**src/rtl/core/rpm_pkg.sv**
```systemverilog
// rpm_pkg: shared types, constants and codes for the prim maze generator
// no dependencies; imported by the top level, rpm_ctrl and rpm_datapath

package rpm_pkg;

  localparam int unsigned MAX_SIDE_DEF = 128;

  localparam logic [7:0] CHAR_WALL    = 8'h23;
  localparam logic [7:0] CHAR_SPACE   = 8'h20;
  localparam logic [7:0] CHAR_START   = 8'h53;
  localparam logic [7:0] CHAR_END     = 8'h45;
  localparam logic [7:0] CHAR_NEWLINE = 8'h0A;
  localparam logic [7:0] CHAR_NONE    = 8'h00;

  localparam logic [0:0] REG_GRID_WIDTH  = 1'b0;
  localparam logic [0:0] REG_GRID_HEIGHT = 1'b1;

  typedef enum logic [1:0] {
    ACT_START = 2'd0,
    ACT_STEP  = 2'd1,
    ACT_READ  = 2'd2,
    ACT_NOP   = 2'd3
  } action_e;

  typedef enum logic [1:0] {
    DIR_POS_X = 2'd0,
    DIR_NEG_X = 2'd1,
    DIR_POS_Y = 2'd2,
    DIR_NEG_Y = 2'd3
  } dir_e;

  typedef enum logic [4:0] {
    ST_INIT_CLR,
    ST_IDLE,
    ST_CLR,
    ST_SEED,
    ST_MOD_GO,
    ST_MOD_WAIT,
    ST_FRD,
    ST_FLAT,
    ST_NB_RD,
    ST_NB_CHK,
    ST_CARVE1,
    ST_CARVE2,
    ST_PUSH_RD,
    ST_PUSH_CHK,
    ST_START_DONE,
    ST_LAST_RD,
    ST_LAST_WR,
    ST_CELL_RD,
    ST_CELL_CHK,
    ST_OUT
  } state_e;

  typedef enum logic [4:0] {
    CMD_NONE,
    CMD_CAPTURE,
    CMD_CLR,
    CMD_SEED,
    CMD_MOD_GO,
    CMD_PICK,
    CMD_FRD,
    CMD_FLAT,
    CMD_NB_RD,
    CMD_NB_CHK,
    CMD_CARVE1,
    CMD_CARVE2,
    CMD_PUSH_RD,
    CMD_PUSH_CHK,
    CMD_START_DONE,
    CMD_LAST_RD,
    CMD_LAST_WR,
    CMD_CELL_RD,
    CMD_CELL_CHK
  } dp_cmd_e;

  typedef struct packed {
    dp_cmd_e cmd;
  } dp_ctrl_t;

  typedef struct packed {
    logic clr_last;
    logic dir_last;
    logic mod_busy;
    logic total_zero;
  } dp_status_t;

endpackage

```
**src/rtl/core/rpm_ctrl.sv**
```systemverilog
// rpm_ctrl: sequencer for start, step and read transactions
// depends on rpm_pkg; issues one datapath command per cycle

module rpm_ctrl import rpm_pkg::*; (
  input  logic       clk_i,
  input  logic       rst_ni,
  input  logic       start_i,
  input  logic [1:0] action_i,
  input  dp_status_t status_i,
  output dp_ctrl_t   ctrl_o,
  output logic       busy_o,
  output logic       res_valid_o
);

  state_e state_q, state_d;
  logic   is_start_q, is_start_d;

  always_ff @(posedge clk_i or negedge rst_ni) begin
    if (!rst_ni) begin
      state_q    <= ST_INIT_CLR;
      is_start_q <= 1'b0;
    end else begin
      state_q    <= state_d;
      is_start_q <= is_start_d;
    end
  end

  always_comb begin
    state_d     = state_q;
    is_start_d  = is_start_q;
    ctrl_o.cmd  = CMD_NONE;
    unique case (state_q)
      ST_INIT_CLR: begin
        ctrl_o.cmd = CMD_CLR;
        if (status_i.clr_last) state_d = ST_IDLE;
      end
      ST_IDLE: begin
        if (start_i) begin
          ctrl_o.cmd = CMD_CAPTURE;
          is_start_d = (action_e'(action_i) == ACT_START);
          unique case (action_e'(action_i))
            ACT_START: state_d = ST_CLR;
            ACT_STEP:  state_d = status_i.total_zero ? ST_OUT : ST_MOD_GO;
            ACT_READ:  state_d = ST_CELL_RD;
            ACT_NOP:   state_d = ST_OUT;
            default:   state_d = ST_OUT;
          endcase
        end
      end
      ST_CLR: begin
        ctrl_o.cmd = CMD_CLR;
        if (status_i.clr_last) state_d = ST_SEED;
      end
      ST_SEED: begin
        ctrl_o.cmd = CMD_SEED;
        state_d    = ST_PUSH_RD;
      end
      ST_MOD_GO: begin
        ctrl_o.cmd = CMD_MOD_GO;
        state_d    = ST_MOD_WAIT;
      end
      ST_MOD_WAIT: begin
        if (!status_i.mod_busy) begin
          ctrl_o.cmd = CMD_PICK;
          state_d    = ST_FRD;
        end
      end
      ST_FRD: begin
        ctrl_o.cmd = CMD_FRD;
        state_d    = ST_FLAT;
      end
      ST_FLAT: begin
        ctrl_o.cmd = CMD_FLAT;
        state_d    = ST_NB_RD;
      end
      ST_NB_RD: begin
        ctrl_o.cmd = CMD_NB_RD;
        state_d    = ST_NB_CHK;
      end
      ST_NB_CHK: begin
        ctrl_o.cmd = CMD_NB_CHK;
        state_d    = status_i.dir_last ? ST_CARVE1 : ST_NB_RD;
      end
      ST_CARVE1: begin
        ctrl_o.cmd = CMD_CARVE1;
        state_d    = ST_CARVE2;
      end
      ST_CARVE2: begin
        ctrl_o.cmd = CMD_CARVE2;
        state_d    = ST_PUSH_RD;
      end
      ST_PUSH_RD: begin
        ctrl_o.cmd = CMD_PUSH_RD;
        state_d    = ST_PUSH_CHK;
      end
      ST_PUSH_CHK: begin
        ctrl_o.cmd = CMD_PUSH_CHK;
        if (!status_i.dir_last) begin
          state_d = ST_PUSH_RD;
        end else begin
          state_d = is_start_q ? ST_START_DONE : ST_LAST_RD;
        end
      end
      ST_START_DONE: begin
        ctrl_o.cmd = CMD_START_DONE;
        state_d    = ST_OUT;
      end
      ST_LAST_RD: begin
        ctrl_o.cmd = CMD_LAST_RD;
        state_d    = ST_LAST_WR;
      end
      ST_LAST_WR: begin
        ctrl_o.cmd = CMD_LAST_WR;
        state_d    = ST_OUT;
      end
      ST_CELL_RD: begin
        ctrl_o.cmd = CMD_CELL_RD;
        state_d    = ST_CELL_CHK;
      end
      ST_CELL_CHK: begin
        ctrl_o.cmd = CMD_CELL_CHK;
        state_d    = ST_OUT;
      end
      ST_OUT: begin
        state_d = ST_IDLE;
      end
      default: state_d = ST_IDLE;
    endcase
  end

  assign busy_o      = (state_q != ST_IDLE);
  assign res_valid_o = (state_q == ST_OUT);

endmodule

```
**config.mk**
```make
export PLATFORM = sky130hd
export DESIGN_NAME = rpm_ctrl
export DESIGN_NICKNAME = d
export VERILOG_FILES = /design/src/rtl/core/rpm_pkg.sv /design/src/rtl/core/rpm_ctrl.sv
export SDC_FILE = /design/constraint.sdc
export NUM_CORES = 1
export LEC_CHECK = 0
export ABC_AREA = 1
export ABC_CLOCK_PERIOD_IN_PS = 1400
export CORE_MARGIN = 4
export CORE_UTILIZATION = 50
export DETAILED_ROUTE_END_ITERATION = 10
export DONT_BUFFER_PORTS = 1
export PLACE_DENSITY = 0.68
export SLEW_MARGIN = 20
export SYNTH_ARGS = -nofsm -noshare
export SYNTH_HDL_FRONTEND = slang
export SYNTH_SLANG_ARGS = --single-unit
export TNS_END_PERCENT = 30
```
**constraint.sdc**
```tcl
create_clock -name clk_i -period 1.4 [get_ports clk_i]
set_input_delay 0.07 -clock clk_i [delete_from_list [all_inputs] [get_ports clk_i]]
set_output_delay 0.07 -clock clk_i [all_outputs]
set_load 0.005 [all_outputs]
```
Word level (Yosys, flattened, before mapping)
Index checks and enable logic that the tools add are counted.
Widths: inputs -> output; s select.
- output and inout port bits: 7
- register bits: 6
- bits of input ports: 9
- word-level logic and storage cells: 49
- reductions and logical operators: 7
- mux-type cells: 13
- equal/unequal tests: 27
- operators with widths (operator ; number):
    $pmux 5 s18 ; 1
    $pmux 5 s16 ; 1
    $eq 5x4->1 const B ; 8
    $mux 5 ; 5
    $eq 5x3->1 const B ; 4
    $eq 5x5->1 const B ; 4
    $pmux 5 s4 ; 1
    $eq 5x2->1 const B ; 2
    $ne 2x2->1 const B ; 4
    $eq 5x1->1 const B ; 1
    $logic_not 5->1 ; 1
    $ne 5x1->1 const B ; 1
    $eq 2x2->1 const B ; 2
    $mux 2 ; 2
    $reduce_and 4->1 ; 1
    $reduce_or 2->1 ; 2
    $mux 3 ; 1
    $reduce_or 3->1 ; 1
    $eq 2x1->1 const B ; 1
    $logic_not 2->1 ; 1
    $mux 1 ; 2
    $reduce_and 2->1 ; 1

Depth between registers and ports, before layout
- depth in word-level cells: 4
- mapped depth: 11
- depth with buffers taken out: 10

Least setup slack after synthesis
Ideal clock, no wire load.
- path type: reg-to-reg
- start: register state_q[1]
- end: register state_q[1]
- setup slack: 0.073 ns
- required time: 1.279 ns
- data arrival time: 1.206 ns
- setup time: 0.121 ns
- path buffers: 1
- clock period less this slack: 1.327 ns
- cell stages (with the launch flop): 10
- cell sequence: dfrtp_1 -> buf_6 -> inv_4 -> nand2_2 -> nor2_4 -> nand2_1 -> o21ai_1 -> nor2_2 -> nand2_1 -> o21ai_1
- cells in the longest elaborated chain, start to end: 3
- elaborated cells on any way between the ends: 27
- classes of those cells: eq/ne: 22; mux: 1; reduce/logical: 4
- ends and longest elaborated chain (item ; RTL line ; RTL):
    start: declaration ; rpm_ctrl.sv:15 ; state_e state_q, state_d;
    start signal: assignment ; rpm_ctrl.sv:23 ; state_q <= state_d;
    $eq 5x5->1, or another cell as far along ; rpm_ctrl.sv:32 ; unique case (state_q)
    $reduce_or 3->1 (no line), or another cell as far along ; - ;
    $pmux 5 s16 or $reduce_and 4->1 (tied branches) ; - ;
Parallel ways exist; a longest one is shown, timed or not.
A chain may end at the register's enable or synchronous reset.

==> results.tsv <==
stage	metric	value	unit
clock_tree	H-tree depth	1	
setup_path	CP peak stage delay	0.45	ns
final_layout	Antenna diodes	0	
timing	number of setup violations in the final report	10	
die	initial core utilization	0.5269	
setup_path	reg2reg end	state_q[2]$_DFFE_PN0P_	
final_layout	fraction of layout cells with a size suffix above 1	0.4387	
grt	first-pass GRT wire length	3774	um
setup_path	CP bufs+invs	2	
synthesis	Post-Synthesis Cell Area	685.7	um2
synthesis	Synth area leader	dfrtp_1	
synthesis	Main synth FF type	dfrtp_1	
power	Pwr Density	2389	mW/mm2
power	register share of total power	0.160	
power	sw power	1297	uW
final_layout	Nets	166	
final_layout	Multi-input gate area	521.8	um2
synthesis	Post-Synthesis Cells	118	
synthesis	sequential share of the synthesized area	0.2190	
power	internal power	1328	uW
power	switching share of power	0.4940	
grt	largest net degree at the start of global routing	10	
synthesis	Async SR Flop Fraction	1.000	
setup_path	critical path type	reg -> out	
clock_tree	CTS tree	yes	
final_layout	Final Cell Area	0.001099	mm2
placement	HPWL after DPL	1616	um
clock_tree	Max clock buf depth	2	
setup_path	R2R depth	8	
placement	pre-CTS setup slack	-0.03632	ns
timing	hold_ws	0.01505	ns
final_layout	Filler cells	79	
clock_tree	TritonCTS Buffers	3	
setup_path	Critical Path AT	1.45	ns
clock_tree	Clock Pin Slew Worst Setup and Hold Paths	0.04	ns
setup_path	crit-path cells	buf_6 > nand2_4 > nor2_4 > nand2_2 > buf_6 > nor3b_2 > nand4_1	
placement	Post-Place Cell Area	839.6	um2
setup_path	Setup crit end kind	output port	
synthesis	top cells by count, synth	nand2_1 (29), nand3_1 (18), nor2_1 (16)	
setup_path	register-to-register setup slack	-0.09	ns
min_path	Hold Path Cell Cnt	2	
die	Die Y	45.03	um
timing	Slew Viols, Final	0	
clock_tree	clock sinks	6	
power	combinational fraction of design power	0.778	
die	DIE AREA	0.002028	mm2
synthesis	Yosys cell types	21	
detailed_routing	antenna viol nets, final	0	
synthesis	Synth area leaders	dfrtp_1 (22%), nand2_1 (16%), nand3_1 (13%)	
status	status	finished with violations	
timing	Worst Skew	0.0006159	ns
detailed_routing	DR iter-0 viols	38	
job	Maximum Capacitance Violations	0	
detailed_routing	via/cell ratio	5.776	
grt	GRT Util Overall	0.2570	
placement	Buffers on Ports	0	
setup_path	crit-path leading delay family	simple AND/OR/NAND/NOR gates	
timing	Final Hold Violating Endpoints	0	
grt	antenna violations before repair	0	
grt	vias in the first global route	920	
setup_path	Most Frequent Cell on Critical Path	buf_6	
timing	post-route worst setup slack	-0.1194	ns
setup_path	slowest stage cell, crit path	dfrtp_2	
clock_tree	Clk Latency, worst-skew pair	0.25	ns
synthesis	Mapped Nets	127	
status	failing checks	setup timing	
timing	crit share post-route	1.085	
timing	unrepaired setup endpoints after global routing	true	
power	clock power share	0.061	
min_path	min-delay worst type	in -> reg	
grt	grt ovf	0	
synthesis	#FFs+latches synth	6	
synthesis	Yosys warnings	0	
detailed_routing	Routed WL	2560	um
power	leakage power	0.0005617	uW
synthesis	synthesized area per cell	5.811	um2
die	die width	45.03	um
min_path	Worst Hold End	is_start_q$_DFFE_PN0N_	
detailed_routing	via count	982	
die	row count	13	
synthesis	top-area cell type share of the netlist area	0.2190	
final_layout	Layout area overhead	60.22	%
min_path	Worst Min Path Start	start_i	
timing	fmax	658.2	MHz
setup_path	crit path max fanout	4	
final_layout	Reg area	155.1	um2
placement	global placement routability congestion	0.9174	
die	Core ar.	0.001301	mm2
setup_path	reg2reg start	state_q[0]$_DFFE_PN0P_	
clock_tree	cell chosen for the clock root	clkbuf_4	
detailed_routing	drt pass-1 iters	4	
power	worst vdd ir	1594	uV
die	Top Ports	16	
detailed_routing	drt wl/cell	15.06	um
detailed_routing	DRC violations left	0	
setup_path	Startpoint Class	register	
timing	normalized max-slew margin	0.8010	
setup_path	worst path required time	1.33	ns
synthesis	top-count cell post-synth	nand2_1	
timing	post-layout minimum cycle time	1.519	ns
synthesis	Post-synth EDFFs	0	
timing	Slew @ Worst Pin	0.2975	ns
-- state kept, by name, summed over array words and instances, names as in the netlist --
signal	flops
is_start_q	1
state_q	5
-- logic make-up after synthesis --
family,after synthesis,synth area share
AOI/OAI and AO/OA,12,0.1004
DFF,6,0.2190
buffers and inverters,20,0.1350
and+or+nand+nor,80,0.5456
-- stage by stage --
stage | total power [uW] | utilization | setup TNS [ns] | instances
5_1_grt | 2818 | 0.8442 | -1.275 | 170
6_report | 2624 | 0.8442 | -0.5387 | 170
3_5_place_dp | 1805 | 0.6452 | -0.08308 | 152
3_3_place_gp | 1804 | 0.6452 | -0.1273 | 152
2_1_floorplan | 1305 | - | 0 | 118
4_1_cts | 2269 | 0.7779 | -0.4074 | 164
-- layout make-up --
cell class,instances,share of cell area
multi-input combinational,92,0.4749
clock buffer,3,0.02050
sequential,6,0.1412
inverter,18,0.06378
tap,15,0.01708
timing repair buffer,36,0.2825
-- power by group through the flow --
stage / clock (uW) / combinational [uW] / sequential, uW
2_1_floorplan: 0 / 980 / 325
3_3_place_gp: 0 / 1450 / 351
3_5_place_dp: 0 / 1450 / 353
4_1_cts: 171 / 1710 / 386
5_1_grt: 181 / 2210 / 432
6_report: 161 / 2040 / 420
-- worst register-to-register path, cell delays in order (launching register included) --
cell	delay [ns]
dfrtp_2	0.46
buf_6	0.14
inv_2	0.07
nor2_4	0.05
nand3_1	0.07
nand3_1	0.12
buf_4	0.16
nor3_1	0.20
o21ai_1	0.08
-- timing repair --
action	4_1_cts	5_1_grt
cloned	0	0
hold buffers	5	0
hold endpoints to repair	9	0
setup buffers	4	6
endpoints found under the setup margin	8	12
pin swaps	3	10
gates resized for setup	18	13
-- cell usage in the layout, fill, tap and decap left out, types with 3 or more instances in the layout --
cell type / instances
buf_6: 4
nor2_1: 11
nand3_1: 18
nand2_2: 5
inv_2: 6
o21ai_1: 3
inv_1: 11
nor3_1: 3
dfrtp_2: 4
dlygate4sd3_1: 5
clkbuf_4: 3
nor2_4: 8
buf_4: 26
nor2_2: 5
nand2_1: 24
-- worst max path at each step --
stage,cells past startpoint,endpoint,startpoint
global placement,9,state_q[0]$_DFFE_PN0P_,state_q[1]$_DFFE_PN0P_
finish,7,ctrl_o[0],state_q[0]$_DFFE_PN0P_
detailed placement,9,state_q[0]$_DFFE_PN0P_,state_q[1]$_DFFE_PN0P_
CTS,7,ctrl_o[0],state_q[1]$_DFFE_PN0P_
floorplan,9,state_q[1]$_DFFE_PN0P_,state_q[1]$_DFFE_PN0P_
global route,6,ctrl_o[1],state_q[0]$_DFFE_PN0P_
-- routing by layer --
metal / up-vias / track usage / routed length (um)
li1: 459 / - / -
met1: 439 / 0.2998 / 941
met2: 63 / 0.4237 / 1266
met3: 21 / 0.04382 / 220
met4: 0 / 0.1754 / 131
met5: - / 0 / 0
No activity file was read; power rests on OpenSTA's default activity.
